`src/rtl/smg_pkg.sv`:
```
`timescale 1ns / 1ps
// ----------------------------------------------------------------------------
// smg_pkg
// Shared types and constants of the splitmix64 generator: command codes,
// mixer constants, sequencer states and an xorshift helper function.
// ----------------------------------------------------------------------------
package smg_pkg;

  // command codes carried by the input transaction
  typedef enum logic [1:0] {
    CMD_NEXT   = 2'd0,
    CMD_SPLIT  = 2'd1,
    CMD_RESEED = 2'd2,
    CMD_LOAD   = 2'd3
  } cmd_t;

  // generator constants
  localparam logic [63:0] GAMMA_INIT   = 64'h9e3779b97f4a7c15;
  localparam logic [63:0] M64_K1       = 64'hff51afd7ed558ccd;
  localparam logic [63:0] M64_K2       = 64'hc4ceb9fe1a85ec53;
  localparam logic [63:0] M13_K1       = 64'hbf58476d1ce4e5b9;
  localparam logic [63:0] M13_K2       = 64'h94d049bb133111eb;
  localparam logic [63:0] ALT_BITS     = 64'haaaaaaaaaaaaaaaa;
  localparam logic [6:0]  MIN_TRANS    = 7'd24;

  // sequencer states, one-hot
  typedef enum logic [5:0] {
    S_IDLE  = 6'b000001,
    S_PRE   = 6'b000010,
    S_WAIT1 = 6'b000100,
    S_WAIT2 = 6'b001000,
    S_GFIX  = 6'b010000,
    S_OUT   = 6'b100000
  } state_t;

  // xor with a right-shifted copy of itself
  function automatic logic [63:0] xorshift(input logic [63:0] w, input int unsigned n);
    xorshift = w ^ (w >> n);
  endfunction

endpackage

```
`src/rtl/smg_if.sv`:
```
`timescale 1ns / 1ps
// ----------------------------------------------------------------------------
// smg_in_if / smg_out_if
// Valid/ready channels of the splitmix64 generator, one for the command
// transactions and one for the result transactions.
// ----------------------------------------------------------------------------
interface smg_in_if;
  logic        valid;
  logic        ready;
  logic [1:0]  command;
  logic [63:0] seed_in;
  logic [63:0] gamma_in;

  modport source (output valid, command, seed_in, gamma_in, input ready);
  modport sink   (input valid, command, seed_in, gamma_in, output ready);
endinterface

interface smg_out_if;
  logic        valid;
  logic        ready;
  logic [63:0] word;
  logic [52:0] unit_fraction;
  logic [63:0] child_seed;
  logic [63:0] child_gamma;

  modport source (output valid, word, unit_fraction, child_seed, child_gamma, input ready);
  modport sink   (input valid, word, unit_fraction, child_seed, child_gamma, output ready);
endinterface

```
`src/rtl/splitmix64_generator_top.sv`:
```
`timescale 1ns / 1ps
// ----------------------------------------------------------------------------
// splitmix64_generator_top
// SplitMix64 generator with next, split, reseed and load commands.
// ----------------------------------------------------------------------------
// One command at a time: in_ch.ready is high only while the block is idle,
// and each command returns exactly one result transaction on out_ch. All
// 64-bit multiplies run on one shared 32 x 32 multiplier. Each mixer needs a
// launch state and two dependent multiplies. A load goes straight to the
// result, a next takes one mix, and a split or reseed takes two mixes plus
// the gamma fix-up state. The next command can be taken the cycle after the
// result transaction, so receiver stalls delay it. After reset the seed is
// zero and the gamma is the golden gamma; no clearing pass is needed.
module splitmix64_generator_top (
  input  logic      clk,
  input  logic      rst_n,
  smg_in_if.sink    in_ch,
  smg_out_if.source out_ch
);

  smg_pkg::state_t state_r;
  smg_pkg::cmd_t   cmd_r;
  logic            pass_r;
  logic [63:0]     seed_r;
  logic [63:0]     gamma_r;
  logic [63:0]     z_r;
  logic [63:0]     op2_r;
  logic [63:0]     g_r;
  logic [63:0]     word_r;
  logic [63:0]     cseed_r;
  logic [63:0]     cgamma_r;

  logic            accept;
  logic [63:0]     adv;
  logic            mul_start;
  logic [63:0]     mul_a;
  logic [63:0]     mul_b;
  logic            mul_done;
  logic [63:0]     mul_p;
  logic [63:0]     sx_first;
  logic [63:0]     sx_mid;
  logic [63:0]     mix_out;
  logic [6:0]      trans_cnt;
  logic [63:0]     gfix;

  assign accept = in_ch.valid && in_ch.ready;
  assign adv    = seed_r + gamma_r;

  // mixer shift stages, mix64 on the first pass and the variant-13 mix on the second
  assign sx_first = pass_r ? smg_pkg::xorshift(z_r, 30)   : smg_pkg::xorshift(z_r, 33);
  assign sx_mid   = pass_r ? smg_pkg::xorshift(mul_p, 27) : smg_pkg::xorshift(mul_p, 33);
  assign mix_out  = pass_r ? smg_pkg::xorshift(mul_p, 31) : smg_pkg::xorshift(mul_p, 33);

  // multiplier launch
  assign mul_start = (state_r == smg_pkg::S_PRE) || ((state_r == smg_pkg::S_WAIT1) && mul_done);
  assign mul_a     = (state_r == smg_pkg::S_PRE) ? sx_first : sx_mid;
  always_comb begin
    if (state_r == smg_pkg::S_PRE) begin
      mul_b = pass_r ? smg_pkg::M13_K1 : smg_pkg::M64_K1;
    end else begin
      mul_b = pass_r ? smg_pkg::M13_K2 : smg_pkg::M64_K2;
    end
  end

  smg_mul64 u_mul (
    .clk     (clk),
    .rst_n   (rst_n),
    .start   (mul_start),
    .a       (mul_a),
    .b       (mul_b),
    .done    (mul_done),
    .product (mul_p)
  );

  // gamma fix-up: too few bit transitions gets the alternating pattern
  assign trans_cnt = 7'($countones(g_r ^ (g_r >> 1)));
  assign gfix      = ((trans_cnt < smg_pkg::MIN_TRANS) ? (g_r ^ smg_pkg::ALT_BITS) : g_r)
                     | 64'd1;

  // sequencer
  always_ff @(posedge clk) begin
    if (!rst_n) begin
      state_r <= smg_pkg::S_IDLE;
      pass_r  <= 1'b0;
      seed_r  <= 64'd0;
      gamma_r <= smg_pkg::GAMMA_INIT;
    end else begin
      unique case (state_r)
        smg_pkg::S_IDLE: begin
          if (accept) begin
            pass_r <= 1'b0;
            unique case (smg_pkg::cmd_t'(in_ch.command))
              smg_pkg::CMD_NEXT, smg_pkg::CMD_SPLIT: begin
                seed_r  <= adv;
                state_r <= smg_pkg::S_PRE;
              end
              smg_pkg::CMD_RESEED: begin
                state_r <= smg_pkg::S_PRE;
              end
              smg_pkg::CMD_LOAD: begin
                seed_r  <= in_ch.seed_in;
                gamma_r <= in_ch.gamma_in | 64'd1;
                state_r <= smg_pkg::S_OUT;
              end
            endcase
          end
        end
        smg_pkg::S_PRE: begin
          state_r <= smg_pkg::S_WAIT1;
        end
        smg_pkg::S_WAIT1: begin
          if (mul_done) begin
            state_r <= smg_pkg::S_WAIT2;
          end
        end
        smg_pkg::S_WAIT2: begin
          if (mul_done) begin
            if (pass_r) begin
              state_r <= smg_pkg::S_GFIX;
            end else begin
              unique case (cmd_r)
                smg_pkg::CMD_SPLIT: begin
                  seed_r  <= adv;
                  pass_r  <= 1'b1;
                  state_r <= smg_pkg::S_PRE;
                end
                smg_pkg::CMD_RESEED: begin
                  seed_r  <= mix_out;
                  pass_r  <= 1'b1;
                  state_r <= smg_pkg::S_PRE;
                end
                smg_pkg::CMD_NEXT, smg_pkg::CMD_LOAD: begin
                  state_r <= smg_pkg::S_OUT;
                end
              endcase
            end
          end
        end
        smg_pkg::S_GFIX: begin
          if (cmd_r == smg_pkg::CMD_RESEED) begin
            gamma_r <= gfix;
          end
          state_r <= smg_pkg::S_OUT;
        end
        smg_pkg::S_OUT: begin
          if (out_ch.ready) begin
            state_r <= smg_pkg::S_IDLE;
          end
        end
      endcase
    end
  end

  // working values and result registers
  always_ff @(posedge clk) begin
    if (accept) begin
      cmd_r    <= smg_pkg::cmd_t'(in_ch.command);
      word_r   <= 64'd0;
      cseed_r  <= 64'd0;
      cgamma_r <= 64'd0;
      op2_r    <= in_ch.seed_in + smg_pkg::GAMMA_INIT;
      if (smg_pkg::cmd_t'(in_ch.command) == smg_pkg::CMD_RESEED) begin
        z_r <= in_ch.seed_in;
      end else begin
        z_r <= adv;
      end
    end
    if ((state_r == smg_pkg::S_WAIT2) && mul_done) begin
      if (pass_r) begin
        g_r <= mix_out | 64'd1;
      end else begin
        unique case (cmd_r)
          smg_pkg::CMD_NEXT:   word_r <= mix_out;
          smg_pkg::CMD_SPLIT: begin
            cseed_r <= mix_out;
            z_r     <= adv;
          end
          smg_pkg::CMD_RESEED: z_r <= op2_r;
          smg_pkg::CMD_LOAD:   word_r <= 64'd0;
        endcase
      end
    end
    if ((state_r == smg_pkg::S_GFIX) && (cmd_r == smg_pkg::CMD_SPLIT)) begin
      cgamma_r <= gfix;
    end
  end

  // channel outputs
  assign in_ch.ready          = (state_r == smg_pkg::S_IDLE);
  assign out_ch.valid         = (state_r == smg_pkg::S_OUT);
  assign out_ch.word          = word_r;
  assign out_ch.unit_fraction = word_r[63:11];
  assign out_ch.child_seed    = cseed_r;
  assign out_ch.child_gamma   = cgamma_r;

endmodule

```
`src/rtl/smg_mul64.sv`:
```
`timescale 1ns / 1ps
// ----------------------------------------------------------------------------
// smg_mul64
// Low 64 bits of a 64 x 64 product, built from three 32 x 32 partial
// products on one shared multiplier.
// ----------------------------------------------------------------------------
module smg_mul64 (
  input  logic        clk,
  input  logic        rst_n,
  input  logic        start,
  input  logic [63:0] a,
  input  logic [63:0] b,
  output logic        done,
  output logic [63:0] product
);

  logic [63:0] a_r;
  logic [63:0] b_r;
  logic [63:0] acc_r;
  logic [1:0]  step_r;
  logic        run_r;
  logic        done_r;
  logic [31:0] ma;
  logic [31:0] mb;
  logic [63:0] prod;

  // operand select: low x low, then the two cross terms
  always_comb begin
    case (step_r)
      2'd0: begin
        ma = a_r[31:0];
        mb = b_r[31:0];
      end
      2'd1: begin
        ma = a_r[63:32];
        mb = b_r[31:0];
      end
      default: begin
        ma = a_r[31:0];
        mb = b_r[63:32];
      end
    endcase
  end

  // single 32 x 32 multiplier, full 64-bit product
  assign prod = 64'(ma) * 64'(mb);

  // control
  always_ff @(posedge clk) begin
    if (!rst_n) begin
      run_r  <= 1'b0;
      done_r <= 1'b0;
      step_r <= 2'd0;
    end else begin
      done_r <= 1'b0;
      if (start) begin
        run_r  <= 1'b1;
        step_r <= 2'd0;
      end else if (run_r) begin
        step_r <= step_r + 2'd1;
        if (step_r == 2'd2) begin
          run_r  <= 1'b0;
          done_r <= 1'b1;
        end
      end
    end
  end

  // operands and accumulator
  always_ff @(posedge clk) begin
    if (start) begin
      a_r <= a;
      b_r <= b;
    end
    if (run_r) begin
      if (step_r == 2'd0) begin
        acc_r <= prod;
      end else begin
        acc_r <= acc_r + {prod[31:0], 32'd0};
      end
    end
  end

  assign done    = done_r;
  assign product = acc_r;

endmodule

```
`src/flat_wrapper.sv`:
```
// flat-port wrapper written by rule: the top's interface ports become plain ports
module splitmix64_generator_top_flat 
  (clk, rst_n, in_ch_valid, in_ch_command, in_ch_seed_in, in_ch_gamma_in, in_ch_ready, out_ch_valid, out_ch_word, out_ch_unit_fraction, out_ch_child_seed, out_ch_child_gamma, out_ch_ready);
  smg_in_if in_ch_i ();
  smg_out_if out_ch_i ();
  input  logic clk;
  input  logic rst_n;
  input wire logic [$bits(in_ch_i.valid)-1:0] in_ch_valid;
  input wire logic [$bits(in_ch_i.command)-1:0] in_ch_command;
  input wire logic [$bits(in_ch_i.seed_in)-1:0] in_ch_seed_in;
  input wire logic [$bits(in_ch_i.gamma_in)-1:0] in_ch_gamma_in;
  output wire logic [$bits(in_ch_i.ready)-1:0] in_ch_ready;
  output wire logic [$bits(out_ch_i.valid)-1:0] out_ch_valid;
  output wire logic [$bits(out_ch_i.word)-1:0] out_ch_word;
  output wire logic [$bits(out_ch_i.unit_fraction)-1:0] out_ch_unit_fraction;
  output wire logic [$bits(out_ch_i.child_seed)-1:0] out_ch_child_seed;
  output wire logic [$bits(out_ch_i.child_gamma)-1:0] out_ch_child_gamma;
  input wire logic [$bits(out_ch_i.ready)-1:0] out_ch_ready;
  assign in_ch_i.valid = in_ch_valid;
  assign in_ch_i.command = in_ch_command;
  assign in_ch_i.seed_in = in_ch_seed_in;
  assign in_ch_i.gamma_in = in_ch_gamma_in;
  assign in_ch_ready = in_ch_i.ready;
  assign out_ch_valid = out_ch_i.valid;
  assign out_ch_word = out_ch_i.word;
  assign out_ch_unit_fraction = out_ch_i.unit_fraction;
  assign out_ch_child_seed = out_ch_i.child_seed;
  assign out_ch_child_gamma = out_ch_i.child_gamma;
  assign out_ch_i.ready = out_ch_ready;
  splitmix64_generator_top u_core (.clk(clk), .rst_n(rst_n), .in_ch(in_ch_i), .out_ch(out_ch_i));
endmodule
```
`config.mk`:
```
export PLATFORM = sky130hd
export DESIGN_NAME = splitmix64_generator_top_flat
export DESIGN_NICKNAME = d
export VERILOG_FILES = /design/src/rtl/smg_pkg.sv /design/src/rtl/smg_if.sv /design/src/rtl/splitmix64_generator_top.sv /design/src/rtl/smg_mul64.sv /design/src/flat_wrapper.sv
export SDC_FILE = /design/constraint.sdc
export NUM_CORES = 2
export LEC_CHECK = 0
export ABC_CLOCK_PERIOD_IN_PS = 12000
export BUFFER_PORTS_ARGS = -buffer_cell sky130_fd_sc_hd__buf_4
export CAP_MARGIN = 25
export CORE_UTILIZATION = 40
export DETAILED_ROUTE_END_ITERATION = 6
export HOLD_SLACK_MARGIN = 0.03
export SLEW_MARGIN = 0
export SYNTH_ARGS = -nofsm -noshare
export SYNTH_HDL_FRONTEND = slang
export SYNTH_SLANG_ARGS = --single-unit
```
`constraint.sdc`:
```
create_clock -name clk -period 12 [get_ports clk]
set_clock_uncertainty 0.2 [all_clocks]
set_input_delay 2.4 -clock clk [delete_from_list [all_inputs] [get_ports clk]]
set_output_delay 2.4 -clock clk [all_outputs]
set_load 0.1 [all_outputs]
```
==> impl_metrics.py <==
metrics = {
    "logic_synthesis": {
        "avgSynthCellArea_um2": 8.98,
        "synth.area.top_cells": "fa_1 (27%), edfxtp_1 (14%), dfxtp_1 (9.4%)",
        "synth_compound_gate_area_share_pct": 12.5,
        "synth_top_family_by_area": "adder cells",
        "netlist.area_leader.share_pct": 27.2,
        "dominantRegCellSynth": "edfxtp_1",
        "asyncSetResetFlopFracSynth_pct": 0,
        "synth_area_um2": 70500,
        "yosys_register_bits": 664,
        "yosys_warnings": 0,
        "synth_simple_gate_area_share_pct": 14.6,
        "yosys.area.top_type": "fa_1",
        "synth-edff-count": 333,
        "netlist_instances": 7848,
        "synth_xor_xnor_area_share_pct": 4.97,
        "synthMuxAreaShare_pct": 1.76,
        "synth.yosys.seq_area_share_pct": 23.6,
        "synth_cell_type_count": 93,
        "mappedNetlistNets": 9345,
        "post_synth_fa_ha_maj_area_fraction_pct": 34.4,
    },
    "routing": {
        "wirelength_um": 292000,
        "drt-pass1-iter-count": 6,
        "vias": 60800,
        "post_drt_wl_per_cell_um": 28.2,
        "antenna_left": 0,
        "drc_errors": 0,
        "drt-initial-drc-count": 8168,
        "vias_per_cell": 5.85,
    },
    "clocking": {
        "cts_made_buffers": 73,
        "holdBufCountCts": 0,
        "clk_latency_ns": 0.70,
        "clk_root_buffer_cell": "clkbuf_16",
        "postCtsSetupRepairBufs": 0,
        "post_cts.resized_instances": 0,
        "clk_path_buf_depth": 3,
        "htree_num_levels": 3,
        "cts_tree": "yes",
        "clkSinkCount": 664,
        "clk_transition_reported_paths_ns": 0.06,
    },
    "global_routing": {
        "overflow": 0,
        "largest_net_degree_at_the_start_of_global_routing": 109,
        "grt_pass1_wl_um": 418000,
        "grt_pass1_vias": 58800,
        "globalRouteTotalUtil_pct": 32.3,
        "antenna_violations_before_repair": 28,
    },
    "critical_path": {
        "cp_slowest_cell": "o22ai_1",
        "arrival_ns": 11.89,
        "required_ns": 12.21,
        "reg2reg_depth": 36,
        "crit_fanout": 26,
        "regToRegSetupSlack_ns": 0.33,
        "critical-path-max-stage-delay_ns": 0.65,
        "path_class": "reg2reg",
        "worst_setup_path_start_kind": "flop",
        "regToRegEndpoint": "u_core.u_mul.product[61]",
        "cpMostUsedCell": "fa_1",
        "timing.critical_path.to_type": "flop",
        "worst_r2r_startpoint": "u_core.u_mul.step_r[1]",
    },
    "timing": {
        "finalSetupTns_ns": 0,
        "highest_achievable_clock_rate_mhz": 85.7,
        "grt_setup_unrepaired": "false",
        "finalCriticalPeriod_ns": 11.67,
        "slew_headroom_pct": 21.0,
        "timing.final.hold_violations": 0,
        "layout_worst_path_cycle_share_pct": 97.3,
        "drv_slew": 0,
        "setup_violations": 0,
        "worst_pin_slew_ns": 1.18,
    },
    "floorplanning": {
        "design.core.area_um2": 174000,
        "die_h_um": 422,
        "die_area_um2": 178000,
        "ioPinCount": 381,
        "placementRows": 153,
        "starting_utilization_of_the_core_area_pct": 40.4,
        "dieWidth_um": 422,
    },
    "flow_run": {
        "maxCapViolCount": 0,
    },
    "layout": {
        "design_area_um2": 78400,
        "most-common-layout-cells": "nand2_1 (1173), inv_1 (981), fa_1 (957)",
        "layout.core_utilization_pct": 44.9,
        "syn_to_final_growth_pct": 11.2,
        "final_layout_size_suffix_gt1_share_pct": 9.82,
        "fill_cells": 16900,
        "most_common_cell_after_layout_fill_and_taps_aside": "nand2_1",
        "finish.net_count": 9475,
    },
    "hold_path": {
        "hold_path.class": "reg2reg",
        "holdPathStages": 2,
        "hold_path_end": "u_core.out_ch.child_seed[18]",
        "min-delay-start": "u_core.out_ch.child_seed[18]",
    },
    "placed_design": {
        "gpl.final_weighted_congestion": 1.03,
        "placed_area_um2": 75700,
        "dp_hpwl_um": 234000,
        "port_buffers": 379,
    },
    "run_status": {
        "status": "complete, no violations",
    },
}
[registers in the layout, summed over array words and instances (netlist names)]
name and flops:
u_core.op2_r 64, u_core.out_ch.child_gamma 64, u_core.out_ch.child_seed 64, u_core.out_ch.word 64, u_core.seed_r 64, u_core.u_mul.a_r 64, u_core.u_mul.product 64, u_core.z_r 64
u_core.g_r 63, u_core.gamma_r 63, u_core.u_mul.b_r 13, u_core.state_r 6, u_core.cmd_r 2, u_core.u_mul.step_r 2, u_core.pass_r 1, u_core.u_mul.done 1
u_core.u_mul.run_r 1
[cell usage after synthesis, drive strengths merged, types with 9 or more instances]
master and count:
and2 61, or2 10, nand2b 25, nand2 1178
ha 406, and3 62, mux2 34, mux2i 86
clkbuf 387, buf 112, a22o 66, nor2b 48
o211ai 49, xnor2 182, or3 14, xor2 218
o221ai 12, a221oi 56, fa 957, a211o 9
edfxtp 333, nand4 52, o21a 21, a211oi 68
a311oi 19, nor4 15, o21ai 329, o21bai 27
nor3 67, dfxtp 331, nand3 123, o41ai 11
a21o 85, a21boi 10, o311ai 24, a31oi 36
a21oi 448, nor2 749, o22ai 20, o31ai 22
inv 983
[per-stage QoR]
stage	hold slack (ns)	std cells	setup WS, ns
floorplan	0.224	7848	2.21
global placement	0.237	10200	0.805
detailed placement	0.245	10200	0.713
CTS	0.260	10400	0.644
global route	0.279	10400	0.0224
finish	0.255	10400	0.325
[worst max-delay path by stage]
| stage | from | end | slack [ns] | cells past startpoint |
|---|---|---|---|---|
| after floorplan | u_core.u_mul.step_r[1] | u_core.u_mul.product[61] | 2.21 | 34 |
| after global placement | u_core.u_mul.step_r[1] | u_core.u_mul.product[61] | 0.80 | 36 |
| after detailed placement | u_core.u_mul.step_r[1] | u_core.u_mul.product[61] | 0.71 | 36 |
| after CTS | u_core.u_mul.step_r[1] | u_core.u_mul.product[61] | 0.64 | 36 |
| after global routing | u_core.u_mul.step_r[1] | u_core.u_mul.product[61] | 0.02 | 36 |
| final | u_core.u_mul.step_r[1] | u_core.u_mul.product[61] | 0.33 | 36 |
[per-layer routing]
| layer | global-route usage, % | vias up | routed length [um] |
|---|---|---|---|
| li1 | - | 25900 | - |
| met1 | 45.0 | 30500 | 119000 |
| met2 | 48.1 | 3756 | 126000 |
| met3 | 8.04 | 607 | 34700 |
| met4 | 12.7 | 10 | 13100 |
| met5 | 0 | - | 89 |
[worst max-delay path: cells and delay by family, from the launching register on]
family                     cells  cell delay [ns]
and+or+nand+nor                9             2.76
AOI/OAI and AO/OA              6             1.71
adders and majority gates     11             4.84
buffers and inverters          7             1.09
muxes                          1             0.09
DFF                            1             0.35
xor gates and xnor gates       2             0.32
[cells by family (layout without fill, tap and decap cells)]
family | after synthesis | count (layout)
buffers and inverters | 1484 | 1674
and+or+nand+nor | 2440 | 2440
xor gates and xnor gates | 400 | 400
DFF | 664 | 664
muxes | 120 | 120
AOI/OAI and AO/OA | 1377 | 1377
other | 0 | 18
adders and majority gates | 1363 | 1363
[cell type report]
cell class,count,area (um^2),area share [%]
antenna,18,45.0,0.0575
clock buffer,111,2270,2.90
clock inverter,24,236,0.302
inverter,985,3700,4.72
multi-input combinational,5700,48300,61.6
sequential,664,16600,21.2
tap,2325,2910,3.71
timing repair buffer,554,4270,5.45
Power is not shown: default switching activity piles up to over one toggle a cycle in this logic, so the estimate is an artifact.
